==> src/hdl/mjsrl_pkg.sv <==
// Shared constants, codes and types for the multi-joint slew rate limiter.
package mjsrl_pkg;

    localparam int NUM_JOINTS = 20;
    localparam int JOINT_W    = 5;
    localparam int ANGLE_W    = 18;
    localparam int OPCODE_W   = 2;
    localparam int ELAPSED_W  = 12;
    localparam int RATE_W     = 16;
    localparam int STEP_SHIFT = 10;
    localparam int PROD_W     = RATE_W + ELAPSED_W;
    localparam int STEP_W     = PROD_W - STEP_SHIFT;
    localparam int CMP_W      = (STEP_W > ANGLE_W + 1) ? STEP_W + 1 : ANGLE_W + 2;

    localparam int IN_FIELDS_W  = OPCODE_W + JOINT_W + ANGLE_W + ELAPSED_W;
    localparam int IN_TDATA_W   = ((IN_FIELDS_W + 7) / 8) * 8;
    localparam int OUT_FIELDS_W = JOINT_W + ANGLE_W;
    localparam int OUT_TDATA_W  = ((OUT_FIELDS_W + 7) / 8) * 8;

    localparam int CFG_ADDR_W = 1;
    localparam int CFG_DATA_W = 16;
    localparam logic [RATE_W-1:0] MAX_RATE_RESET = RATE_W'(10240);

    typedef enum logic [OPCODE_W-1:0] {
        OP_SET_GOAL  = 2'd0,
        OP_TICK      = 2'd1,
        OP_RESET_ALL = 2'd2
    } opcode_t;

    typedef enum logic [CFG_ADDR_W-1:0] {
        CFG_MAX_RATE     = 1'b0,
        CFG_INSTANT_MODE = 1'b1
    } cfg_reg_t;

    typedef enum logic [1:0] {
        ST_IDLE,
        ST_WALK,
        ST_FINISH
    } state_t;

    // Per-cell control from the sequencer.
    typedef struct packed {
        logic shift;
        logic wr_goal;
        logic wr_cur;
    } cell_ctrl_t;

endpackage

==> src/hdl/multi_joint_slew_rate_limiter.sv <==
// Top level of the multi-joint slew rate limiter: sequencer, joint ring and output stage.
//
// The joint angles live in a ring of cells, one per joint. A set-goal word is handled as
// it is accepted and, in instant mode, reports the joint at once. A tick or a reset-all
// word is handled in steps: it is accepted and the step is formed (elapsed times
// max_rate, shifted right by 10), the ring then rotates every joint once past the single
// update unit at its head, and last the final word is released with tlast (or the
// all-done word) set. Reported joints come out in index order. An input word is taken
// only while the sequencer is idle and the output register is empty or being emptied,
// so a result waiting on the master side holds off the next input word, and a stall on
// the master side while a word waits there holds the walk.
module multi_joint_slew_rate_limiter
    import mjsrl_pkg::*;
(
    input  logic                   aclk,
    input  logic                   aresetn,
    // s_tdata from bit 0: opcode, joint, goal_angle, elapsed, zero padding
    input  logic                   s_tvalid,
    output logic                   s_tready,
    input  logic [IN_TDATA_W-1:0]  s_tdata,
    // m_tdata from bit 0: joint_out, angle_out, zero padding
    output logic                   m_tvalid,
    input  logic                   m_tready,
    output logic [OUT_TDATA_W-1:0] m_tdata,
    output logic                   m_tlast,
    // m_tuser: all_done
    output logic                   m_tuser,
    input  logic                   cfg_wr_en,
    input  logic [CFG_ADDR_W-1:0]  cfg_addr,
    input  logic [CFG_DATA_W-1:0]  cfg_wdata
);

    localparam int LSB_JOINT   = OPCODE_W;
    localparam int LSB_GOAL    = LSB_JOINT + JOINT_W;
    localparam int LSB_ELAPSED = LSB_GOAL + ANGLE_W;

    logic [OPCODE_W-1:0]  s_opcode;
    logic [JOINT_W-1:0]   s_joint;
    logic [ANGLE_W-1:0]   s_goal;
    logic [ELAPSED_W-1:0] s_elapsed;

    assign s_opcode  = s_tdata[OPCODE_W-1:0];
    assign s_joint   = s_tdata[LSB_JOINT +: JOINT_W];
    assign s_goal    = s_tdata[LSB_GOAL +: ANGLE_W];
    assign s_elapsed = s_tdata[LSB_ELAPSED +: ELAPSED_W];

    // Registers
    state_t               state_reg, state_next;
    logic [RATE_W-1:0]    max_rate_reg;
    logic                 instant_reg;
    logic [JOINT_W-1:0]   walk_idx_reg;
    logic [STEP_W-1:0]    step_reg;
    logic                 clear_reg;
    logic                 hold_vld_reg;
    logic [JOINT_W-1:0]   hold_joint_reg;
    logic [ANGLE_W-1:0]   hold_angle_reg;
    logic                 out_vld_reg;
    logic [JOINT_W-1:0]   out_joint_reg;
    logic [ANGLE_W-1:0]   out_angle_reg;
    logic                 out_last_reg;
    logic                 out_done_reg;

    // Control
    logic                 out_free;
    logic                 accept;
    logic                 set_ok;
    logic                 step_en;
    logic                 out_load;
    logic [JOINT_W-1:0]   out_joint_next;
    logic [ANGLE_W-1:0]   out_angle_next;
    logic                 out_last_next;
    logic                 out_done_next;
    logic [PROD_W-1:0]    prod;
    cell_ctrl_t           cell_ctrl [NUM_JOINTS];

    // Ring
    logic [ANGLE_W-1:0]   cell_cur  [NUM_JOINTS];
    logic [ANGLE_W-1:0]   cell_goal [NUM_JOINTS];
    logic [ANGLE_W-1:0]   upd_cur;
    logic [ANGLE_W-1:0]   upd_goal;
    logic                 upd_moved;

    assign out_free = !out_vld_reg || m_tready;
    assign accept   = s_tvalid && s_tready;
    assign set_ok   = accept && (s_opcode == OP_SET_GOAL)
                      && (s_joint < JOINT_W'(NUM_JOINTS));
    assign prod     = PROD_W'(s_elapsed) * PROD_W'(max_rate_reg);

    mjsrl_update u_update (
        .cur_in   (cell_cur[0]),
        .goal_in  (cell_goal[0]),
        .step     (step_reg),
        .clear    (clear_reg),
        .cur_out  (upd_cur),
        .goal_out (upd_goal),
        .moved    (upd_moved)
    );

    // Cell i takes from cell i+1; the last cell takes the updated head joint.
    for (genvar gi = 0; gi < NUM_JOINTS; gi++) begin : g_cell
        if (gi == NUM_JOINTS - 1) begin : g_tail
            mjsrl_cell u_cell (
                .aclk       (aclk),
                .aresetn    (aresetn),
                .ctrl       (cell_ctrl[gi]),
                .shift_cur  (upd_cur),
                .shift_goal (upd_goal),
                .wr_value   (s_goal),
                .cur_q      (cell_cur[gi]),
                .goal_q     (cell_goal[gi])
            );
        end else begin : g_body
            mjsrl_cell u_cell (
                .aclk       (aclk),
                .aresetn    (aresetn),
                .ctrl       (cell_ctrl[gi]),
                .shift_cur  (cell_cur[gi+1]),
                .shift_goal (cell_goal[gi+1]),
                .wr_value   (s_goal),
                .cur_q      (cell_cur[gi]),
                .goal_q     (cell_goal[gi])
            );
        end
    end

    // Next state
    always_comb begin
        state_next = state_reg;
        case (state_reg)
            ST_IDLE: begin
                if (accept && ((s_opcode == OP_TICK) || (s_opcode == OP_RESET_ALL))) begin
                    state_next = ST_WALK;
                end
            end
            ST_WALK: begin
                if (step_en && (walk_idx_reg == JOINT_W'(NUM_JOINTS - 1))) begin
                    state_next = ST_FINISH;
                end
            end
            ST_FINISH: begin
                if (out_free) begin
                    state_next = ST_IDLE;
                end
            end
            default: begin
                state_next = ST_IDLE;
            end
        endcase
    end

    // Outputs of the sequencer
    always_comb begin
        s_tready       = 1'b0;
        step_en        = 1'b0;
        out_load       = 1'b0;
        out_joint_next = hold_joint_reg;
        out_angle_next = hold_angle_reg;
        out_last_next  = 1'b0;
        out_done_next  = 1'b0;
        for (int i = 0; i < NUM_JOINTS; i++) begin
            cell_ctrl[i] = '0;
        end
        case (state_reg)
            ST_IDLE: begin
                s_tready = out_free;
                for (int i = 0; i < NUM_JOINTS; i++) begin
                    cell_ctrl[i].wr_goal = set_ok && (s_joint == JOINT_W'(i));
                    cell_ctrl[i].wr_cur  = set_ok && instant_reg
                                           && (s_joint == JOINT_W'(i));
                end
                if (set_ok && instant_reg) begin
                    out_load       = 1'b1;
                    out_joint_next = s_joint;
                    out_angle_next = s_goal;
                    out_last_next  = 1'b1;
                end
            end
            ST_WALK: begin
                step_en = out_free;
                for (int i = 0; i < NUM_JOINTS; i++) begin
                    cell_ctrl[i].shift = out_free;
                end
                // A held word is released only once a later joint proves it is not last.
                if (out_free && upd_moved && hold_vld_reg) begin
                    out_load = 1'b1;
                end
            end
            ST_FINISH: begin
                if (out_free) begin
                    out_load      = 1'b1;
                    out_last_next = 1'b1;
                    if (!hold_vld_reg) begin
                        out_joint_next = '0;
                        out_angle_next = '0;
                        out_done_next  = 1'b1;
                    end
                end
            end
            default: begin
                s_tready = 1'b0;
            end
        endcase
    end

    always_ff @(posedge aclk) begin
        if (!aresetn) begin
            state_reg    <= ST_IDLE;
            max_rate_reg <= MAX_RATE_RESET;
            instant_reg  <= 1'b0;
            walk_idx_reg <= '0;
            clear_reg    <= 1'b0;
            hold_vld_reg <= 1'b0;
            out_vld_reg  <= 1'b0;
        end else begin
            state_reg <= state_next;

            if (cfg_wr_en) begin
                case (cfg_addr)
                    CFG_MAX_RATE:     max_rate_reg <= cfg_wdata[RATE_W-1:0];
                    CFG_INSTANT_MODE: instant_reg  <= cfg_wdata[0];
                    default:          instant_reg  <= instant_reg;
                endcase
            end

            if (accept) begin
                clear_reg <= (s_opcode == OP_RESET_ALL);
            end

            if (step_en) begin
                if (walk_idx_reg == JOINT_W'(NUM_JOINTS - 1)) begin
                    walk_idx_reg <= '0;
                end else begin
                    walk_idx_reg <= walk_idx_reg + JOINT_W'(1);
                end
                if (upd_moved) begin
                    hold_vld_reg <= 1'b1;
                end
            end else if ((state_reg == ST_FINISH) && out_free) begin
                hold_vld_reg <= 1'b0;
            end

            if (out_load) begin
                out_vld_reg <= 1'b1;
            end else if (m_tready) begin
                out_vld_reg <= 1'b0;
            end
        end
    end

    // Payload registers
    always_ff @(posedge aclk) begin
        if (accept) begin
            step_reg <= prod[PROD_W-1:STEP_SHIFT];
        end
        if (step_en && upd_moved) begin
            hold_joint_reg <= walk_idx_reg;
            hold_angle_reg <= upd_cur;
        end
        if (out_load) begin
            out_joint_reg <= out_joint_next;
            out_angle_reg <= out_angle_next;
            out_last_reg  <= out_last_next;
            out_done_reg  <= out_done_next;
        end
    end

    assign m_tvalid = out_vld_reg;
    assign m_tdata  = OUT_TDATA_W'({out_angle_reg, out_joint_reg});
    assign m_tlast  = out_last_reg;
    assign m_tuser  = out_done_reg;

endmodule

==> src/hdl/mjsrl_cell.sv <==
// One joint cell of the rotating ring: holds a current and a goal angle.
module mjsrl_cell
    import mjsrl_pkg::*;
(
    input  logic               aclk,
    input  logic               aresetn,
    input  cell_ctrl_t         ctrl,
    input  logic [ANGLE_W-1:0] shift_cur,
    input  logic [ANGLE_W-1:0] shift_goal,
    input  logic [ANGLE_W-1:0] wr_value,
    output logic [ANGLE_W-1:0] cur_q,
    output logic [ANGLE_W-1:0] goal_q
);

    logic [ANGLE_W-1:0] cur_reg;
    logic [ANGLE_W-1:0] goal_reg;
    logic [ANGLE_W-1:0] cur_next;
    logic [ANGLE_W-1:0] goal_next;

    always_comb begin
        cur_next  = cur_reg;
        goal_next = goal_reg;
        if (ctrl.shift) begin
            cur_next  = shift_cur;
            goal_next = shift_goal;
        end else begin
            if (ctrl.wr_goal) begin
                goal_next = wr_value;
            end
            if (ctrl.wr_cur) begin
                cur_next = wr_value;
            end
        end
    end

    always_ff @(posedge aclk) begin
        if (!aresetn) begin
            cur_reg  <= '0;
            goal_reg <= '0;
        end else begin
            cur_reg  <= cur_next;
            goal_reg <= goal_next;
        end
    end

    assign cur_q  = cur_reg;
    assign goal_q = goal_reg;

endmodule

==> src/hdl/mjsrl_update.sv <==
// Update unit at the head of the ring: moves one joint towards its goal by at most one step, or clears it on reset-all.
module mjsrl_update
    import mjsrl_pkg::*;
(
    input  logic [ANGLE_W-1:0] cur_in,
    input  logic [ANGLE_W-1:0] goal_in,
    input  logic [STEP_W-1:0]  step,
    input  logic               clear,
    output logic [ANGLE_W-1:0] cur_out,
    output logic [ANGLE_W-1:0] goal_out,
    output logic               moved
);

    logic signed [CMP_W-1:0] diff;
    logic        [CMP_W-1:0] mag;
    logic        [CMP_W-1:0] step_ext;
    logic                    far;
    logic        [ANGLE_W-1:0] step_cut;

    always_comb begin
        diff     = CMP_W'($signed(goal_in)) - CMP_W'($signed(cur_in));
        mag      = diff[CMP_W-1] ? CMP_W'(-diff) : CMP_W'(diff);
        step_ext = CMP_W'(step);
        far      = mag > step_ext;
        // Only used when the step is smaller than the distance, so it fits.
        step_cut = ANGLE_W'(step);

        if (clear) begin
            cur_out  = '0;
            goal_out = '0;
            moved    = 1'b1;
        end else begin
            goal_out = goal_in;
            moved    = (cur_in != goal_in);
            if (!far) begin
                cur_out = goal_in;
            end else if (diff[CMP_W-1]) begin
                cur_out = cur_in - step_cut;
            end else begin
                cur_out = cur_in + step_cut;
            end
        end
    end

endmodule

==> config.mk <==
export PLATFORM = sky130hd
export DESIGN_NAME = multi_joint_slew_rate_limiter
export DESIGN_NICKNAME = d
export VERILOG_FILES = /design/src/hdl/mjsrl_pkg.sv /design/src/hdl/multi_joint_slew_rate_limiter.sv /design/src/hdl/mjsrl_cell.sv /design/src/hdl/mjsrl_update.sv
export SDC_FILE = /design/constraint.sdc
export NUM_CORES = 2
export LEC_CHECK = 0
export BUFFER_PORTS_ARGS = -buffer_cell sky130_fd_sc_hd__buf_2
export CAP_MARGIN = 20
export CORE_UTILIZATION = 45
export DETAILED_ROUTE_END_ITERATION = 10
export SYNTH_ARGS = -nofsm -noshare
export SYNTH_HDL_FRONTEND = slang
export SYNTH_SLANG_ARGS = --single-unit
==> constraint.sdc <==
create_clock -name aclk -period 8.1 [get_ports aclk]
set_clock_uncertainty 0.15 [all_clocks]
set_input_delay 2.025 -clock aclk [delete_from_list [all_inputs] [get_ports aclk]]
set_output_delay 2.025 -clock aclk [all_outputs]
set_load 0.01 [all_outputs]
=== Yosys cells after proc, flatten, opt, wreduce, memory -nomap -nowiden ===
Index checks and enable logic that the tools add are counted.

* Bitwise operators: 1
* Eq/ne operators: 29
* $mul: 1
* Add/sub/neg operators: 5
* Magnitude comparators: 2
* Muxes and demuxes: 132
* Reductions and logical operators: 103

{| class="wikitable"
|+ Operator list
! cell !! number
|-
| 18-bit two-way mux || 87
|-
| 2-bit nonzero test || 42
|-
| 1-bit logical AND || 50
|-
| 2-bit two-way mux || 23
|-
| 5-bit by 4-bit == test with 1-bit output (second input constant) || 8
|-
| 18-bit case mux with 2 select lines || 1
|-
| 12-bit by 16-bit multiplier with 28-bit output || 1
|-
| 5-bit == test (second input constant) || 5
|-
| 5-bit by 3-bit == test with 1-bit output (second input constant) || 4
|-
| 20-bit by 18-bit greater-than comparator with 1-bit output || 1
|-
| 20-bit two-way mux || 1
|-
| 5-bit two-way mux || 4
|-
| 20-bit negator || 1
|-
| 18-bit by 18-bit subtractor with 19-bit output || 1
|-
| 18-bit adder || 1
|-
| 18-bit inequality test || 1
|-
| 18-bit subtractor || 1
|-
| 1-bit two-way mux || 12
|-
| 5-bit by 2-bit == test with 1-bit output (second input constant) || 2
|-
| 5-bit case mux with 2 select lines || 1
|-
| 2-bit AND reduction || 4
|-
| 2-bit inequality test (second input constant) || 3
|-
| 2-bit case mux with 3 select lines || 1
|-
| 5-bit by 1-bit adder with 5-bit output (second input constant) || 1
|-
| other kinds (13) || 17
|}

* Register bits after elaboration: 813
* Logic and storage cells: 327
* Output and inout port bits: 28
* Input port bits: 62

=== Longest topological paths before layout ===
* Word-level depth: 11
* Depth in mapped cells: 25
* Depth with buffers taken out: 23

=== Hierarchy ===
A second synthesis with hierarchy kept.

* Cell total of the unflattened synthesis: 4,755
* Area, all modules: 51,673.3 sq um

{| class="wikitable"
|+ By module, submodules not included
! module !! cells an instance !! instances !! sequential area each (sq um) !! area each (sq um)
|-
| mjsrl_cell || 159 || 20 || 720.7 || 1,915.6
|-
| multi_joint_slew_rate_limiter || 1,077 || 1 || 2,522.4 || 9,835.7
|-
| mjsrl_update || 498 || 1 || 0.0 || 3,525.9
|}

=== Least setup slack after synthesis ===
Ideal clock, no wire load.

* Path kind: input -> register
* From: input s_tdata[28]
* To: register step_reg[17] (data pin)
* Path slack: 715 ps
* Stages on the path: 20
* Setup time: 260 ps
* Data required time: 7,690 ps
* Path buffers: 1
* Arrival time: 6,975 ps
* Cells stage by stage: clkbuf_1 nand2_1 fa_1 inv_1 fa_1 fa_1 inv_1 fa_1 fa_1 inv_1 ha_1 and3_1 a221oi_1 nor2b_1 a211oi_1 o21bai_1 a211oi_1 o21ai_0 a31oi_1 xnor2_1

* Cells in the longest elaborated chain, start to end: 1

{| class="wikitable"
|+ Ends and longest elaborated chain
! what !! line !! text
|-
| start, declared || multi_joint_slew_rate_limiter.sv:20 || <nowiki>input logic [IN_TDATA_W-1:0] s_tdata,</nowiki>
|-
| 12-bit by 16-bit multiplier with 28-bit output || multi_joint_slew_rate_limiter.sv:87 || <nowiki>assign prod = PROD_W'(s_elapsed) * PROD_W'(max_rate_reg);</nowiki>
|-
| net prod[27] || multi_joint_slew_rate_limiter.sv:73 || <nowiki>logic [PROD_W-1:0] prod;</nowiki>
|-
| end signal, assigned || multi_joint_slew_rate_limiter.sv:253 || <nowiki>step_reg <= prod[PROD_W-1:STEP_SHIFT];</nowiki>
|-
| end, declared || multi_joint_slew_rate_limiter.sv:52 || <nowiki>logic [STEP_W-1:0] step_reg;</nowiki>
|}

The timed path passes the listed nets, and every way through them passes these cells.
A chain may end at the register's enable or synchronous reset.

=== Worst setup path after layout ===
* From: input s_tdata[31]
* To: register step_reg[17] (data pin)

Same word-level chain as after synthesis.

==> metrics.txt <==
# TYPE chip_impl_metric gauge
chip_impl_metric{name="tightestPinTransition",unit="ps"} 1160
chip_impl_metric{name="layout.filler_cells",unit=""} 8798
chip_impl_metric{name="fin_crit",unit="ps"} 7270
chip_impl_metric{name="grt_start_max_net_pins",unit=""} 230
chip_impl_metric{name="max_slew_violation_total_from_the_final_report",unit=""} 0
chip_impl_info{name="timing_worst_setup_path_type",value="in2reg"} 1
chip_impl_metric{name="antenna_cells",unit=""} 0
chip_impl_metric{name="total_buffers_and_inverters_traversed_by_the_critical_path",unit=""} 5
chip_impl_metric{name="clock_power_share",unit="%"} 40.7
chip_impl_metric{name="leakagePower",unit="uW"} 0.0165
chip_impl_info{name="critical_path.slowest_cell",value="sky130_fd_sc_hd__fa_1"} 1
chip_impl_info{name="ys_dominant_reg_cell",value="sky130_fd_sc_hd__dfxtp_1"} 1
chip_impl_metric{name="initial_antenna_violation_count",unit=""} 0
chip_impl_info{name="status",value="finished clean"} 1
chip_impl_info{name="timing.critical_path.from_type",value="input port"} 1
chip_impl_metric{name="power.share.combinational",unit="%"} 16.5
chip_impl_metric{name="regToRegSetupSlack",unit="ps"} 1820
chip_impl_metric{name="maximum_vdd_drop",unit="uV"} 159
chip_impl_info{name="crit_path_end_kind",value="flop"} 1
chip_impl_info{name="cts_tree",value="done"} 1
chip_impl_metric{name="insertion_delay",unit="ps"} 670
chip_impl_metric{name="ios",unit=""} 90
chip_impl_metric{name="ctsResizeCount",unit=""} 0
chip_impl_metric{name="timing.critical_path.fanout_max",unit=""} 16
chip_impl_metric{name="timing.critical_path.slowest_cell_delay",unit="ps"} 530
chip_impl_metric{name="num_vias",unit=""} 35600
chip_impl_metric{name="endpoint_arrival_time_on_the_critical_path",unit="ps"} 7520
chip_impl_metric{name="power_per_cell_area",unit="nW/um2"} 221
chip_impl_metric{name="avgViaCountPerCell",unit=""} 5.90
chip_impl_metric{name="dieHeight",unit="um"} 306
chip_impl_info{name="clk_root_buffer_cell",value="sky130_fd_sc_hd__clkbuf_16"} 1
chip_impl_metric{name="clkSinkCount",unit=""} 813
chip_impl_metric{name="portBuffers",unit=""} 85
chip_impl_metric{name="globalRoute.totalOverflow",unit=""} 0
chip_impl_metric{name="int_power",unit="uW"} 7150
chip_impl_info{name="crit_top_cell",value="sky130_fd_sc_hd__fa_1"} 1
chip_impl_metric{name="cts_htree_levels",unit=""} 3
chip_impl_metric{name="dr.first_iter.drc_count",unit=""} 3716
chip_impl_metric{name="mappedNetlistArea",unit="um2"} 41600
chip_impl_metric{name="synth_area_per_cell",unit="um2"} 8.47
chip_impl_info{name="critPathTopFamily",value="adder cells"} 1
chip_impl_metric{name="finalWirelength",unit="mm"} 125
chip_impl_metric{name="place.gp.congestion",unit=""} 0.873
chip_impl_metric{name="drc_errors",unit=""} 0
chip_impl_metric{name="worst-endpoint-required",unit="ps"} 8350
chip_impl_metric{name="count_of_flip_flops_with_a_built_in_enable_after_synthesis",unit=""} 66
chip_impl_info{name="min_path_type",value="reg2reg"} 1
chip_impl_metric{name="synth_seq_cells",unit=""} 813
chip_impl_metric{name="nNetsFinal",unit=""} 5091
chip_impl_metric{name="grt_pass1_vias",unit=""} 33400
chip_impl_metric{name="finalHoldViolCount",unit=""} 0
chip_impl_metric{name="die_w",unit="um"} 306
chip_impl_metric{name="drive_gt1_share",unit="%"} 7.96
chip_impl_metric{name="postSynth.asyncResetShare",unit="%"} 0
chip_impl_metric{name="fp.dieArea",unit="um2"} 93800
chip_impl_metric{name="per_cell_routed_wire_length",unit="um"} 20.8
chip_impl_metric{name="detail_route.first_pass.iterations",unit=""} 6
chip_impl_metric{name="post-dp-hpwl",unit="mm"} 76.5
chip_impl_metric{name="cts-root-to-sink-buffers",unit=""} 3
chip_impl_metric{name="setup_violations",unit=""} 0
chip_impl_metric{name="core_area",unit="um2"} 91700
chip_impl_metric{name="area.growth.synth_to_final",unit="%"} 10.2
chip_impl_metric{name="pwr-share-seq",unit="%"} 42.8
chip_impl_metric{name="initial_core_utilization",unit="%"} 45.4
chip_impl_metric{name="grt_first_pass_wirelength",unit="mm"} 194
chip_impl_metric{name="final.hold.worst_slack",unit="ps"} 305
chip_impl_metric{name="cts-buffers-inserted",unit=""} 90
chip_impl_metric{name="seq_area_frac_synth",unit="%"} 40.7
chip_impl_metric{name="max_clock_freq",unit="GHz"} 0.138
chip_impl_metric{name="accumulated_negative_setup_slack",unit="ps"} 0
chip_impl_metric{name="netlist_instances",unit=""} 4918
chip_impl_metric{name="synth_fp_nets",unit=""} 5241
chip_impl_metric{name="yosysUniqueCellTypes",unit=""} 78
chip_impl_metric{name="cts.clk_slew.worst_paths",unit="ps"} 60
chip_impl_metric{name="worst_slew_margin_rel",unit="%"} 23.0
chip_impl_metric{name="sw_frac_of_total",unit="%"} 29.3
chip_impl_info{name="crit_path_cell_trace",value="buf_2 -> and2_1 -> fa_1 -> inv_1 -> fa_1 -> inv_1 -> fa_1 -> inv_1 -> fa_1 -> fa_1 -> inv_1 -> ha_1 -> and3_1 -> a221oi_1 -> nor2b_1 -> a211oi_1 -> o21bai_1 -> a211oi_1 -> o21ai_0 -> a31oi_1 -> xnor2_1"} 1
chip_impl_metric{name="rows",unit=""} 111
chip_impl_metric{name="max-cap-violations",unit=""} 0
chip_impl_metric{name="global_route.usage.total",unit="%"} 26.1
chip_impl_metric{name="p_switching",unit="uW"} 2970
chip_impl_metric{name="ant_nets",unit=""} 0
chip_impl_metric{name="cts_hold_buf",unit=""} 0
chip_impl_metric{name="synth_warnings",unit=""} 0
chip_impl_info{name="rsz0062_at_grt",value="false"} 1
chip_impl_metric{name="layout_worst_path_cycle_share",unit="%"} 89.7
chip_impl_metric{name="post-cts-setup-buffers",unit=""} 0
==> power by group through the flow <==
stage	combinational, uW	sequential, uW	clock [uW]
after floorplan	1190	4370	0
after global placement	1610	4420	0
after detailed placement	1640	4420	0
after CTS	1650	4330	4170
after global routing	1860	4350	4340
final	1670	4330	4120
==> stage by stage <==
| stage | instance area (um2) | instances | util [%] | setup slack (ps) | total power, uW |
|---|---|---|---|---|---|
| floorplan | 41600 | 4918 | - | 715 | 5560 |
| global placement | 42700 | 5841 | 46.6 | 194 | 6030 |
| detailed placement | 42800 | 5849 | 46.7 | 164 | 6050 |
| CTS | 45800 | 6012 | 49.9 | 863 | 10100 |
| global route | 45900 | 6025 | 50.1 | 479 | 10500 |
| finish | 45900 | 6025 | 50.1 | 833 | 10100 |
==> worst min-delay path: stages (launching register included) <==
cell                      delay, ps
sky130_fd_sc_hd__dfxtp_1        310
sky130_fd_sc_hd__nand2_1         50
sky130_fd_sc_hd__a21oi_1         50
==> final cells by class <==
cell class              instances  area (um2)  area share [%]
clock buffers                 126        2530            5.51
multi-input cells            3445       22300            48.6
clock inverters                37         435           0.949
inverters                     226         856            1.86
well taps                    1186        1480            3.23
repair buffers                192        1350            2.93
flip-flops and latches        813       16900            36.9
==> layer usage <==
metal  wire (um)  vias up  track usage (%)
met5           0        -                0
met4        3030        0             7.49
met3        8500      199             3.84
met2       55500     1128             39.9
met1       58300    17300             38.0
li1            -    16900                -
==> layout by cell type, fill, tap and decap left out, drive strengths merged, types with 24 or more instances in the layout <==
master,n
o21ai,65
nor3,41
a211oi,96
clkbuf,126
xnor2,52
mux2i,103
and2,69
a22oi,561
a21o,24
ha,120
nand2,920
inv,231
buf,192
dfxtp,747
a21oi,661
nand3,88
fa,141
a311oi,55
edfxtp,66
nor2,246
==> cell usage after synthesis, types with 13 or more instances <==
master	n	area, um2
sky130_fd_sc_hd__edfxtp_1	66	1980
sky130_fd_sc_hd__nand2_1	920	3450
sky130_fd_sc_hd__fa_1	141	2820
sky130_fd_sc_hd__nand3_1	88	440
sky130_fd_sc_hd__a211oi_1	96	721
sky130_fd_sc_hd__a311oi_1	55	482
sky130_fd_sc_hd__a31oi_1	15	93.8
sky130_fd_sc_hd__nor2_1	246	923
sky130_fd_sc_hd__a21oi_1	658	3290
sky130_fd_sc_hd__o21ai_0	64	320
sky130_fd_sc_hd__a22oi_1	561	4210
sky130_fd_sc_hd__nor3_1	38	190
sky130_fd_sc_hd__dfxtp_1	747	15000
sky130_fd_sc_hd__nor2b_1	17	106
sky130_fd_sc_hd__xnor2_1	51	447
sky130_fd_sc_hd__xor2_1	22	193
sky130_fd_sc_hd__mux2i_1	103	1030
sky130_fd_sc_hd__inv_1	223	837
sky130_fd_sc_hd__ha_1	120	1500
sky130_fd_sc_hd__buf_1	17	63.8
sky130_fd_sc_hd__nand2b_1	13	81.3
sky130_fd_sc_hd__a21o_1	23	173
sky130_fd_sc_hd__and2_1	67	419
sky130_fd_sc_hd__o21a_1	13	97.6
sky130_fd_sc_hd__clkbuf_1	403	1510
==> cell families (layout without fill, tap and decap cells) <==
group           count (synthesis)  after routing  synth area share (%)
xor+xnor                       75             75                  1.61
fa+ha+maj                     261            261                  10.4
mux                           103            103                  2.48
other cells                     1              1               0.00900
compound gates               1552           1552                  24.1
flops                         813            813                  40.7
buf+inv                       660            581                  6.06
simple gates                 1453           1453                  14.7
==> worst paths after layout <==
path / from / to / depth (start not counted)
min reg2reg: g_cell[16].g_body.u_cell.goal_q[4]$_SDFFE_PN0P_ / g_cell[16].g_body.u_cell.goal_q[4]$_SDFFE_PN0P_ / 2
max reg2reg: max_rate_reg[7]$_SDFFE_PN0P_ / step_reg[17]$_DFFE_PP_ / 19
max: s_tdata[31] / step_reg[17]$_DFFE_PP_ / 21
min: g_cell[16].g_body.u_cell.goal_q[4]$_SDFFE_PN0P_ / g_cell[16].g_body.u_cell.goal_q[4]$_SDFFE_PN0P_ / 2
Note: power is estimated with default switching activity, not from simulation.
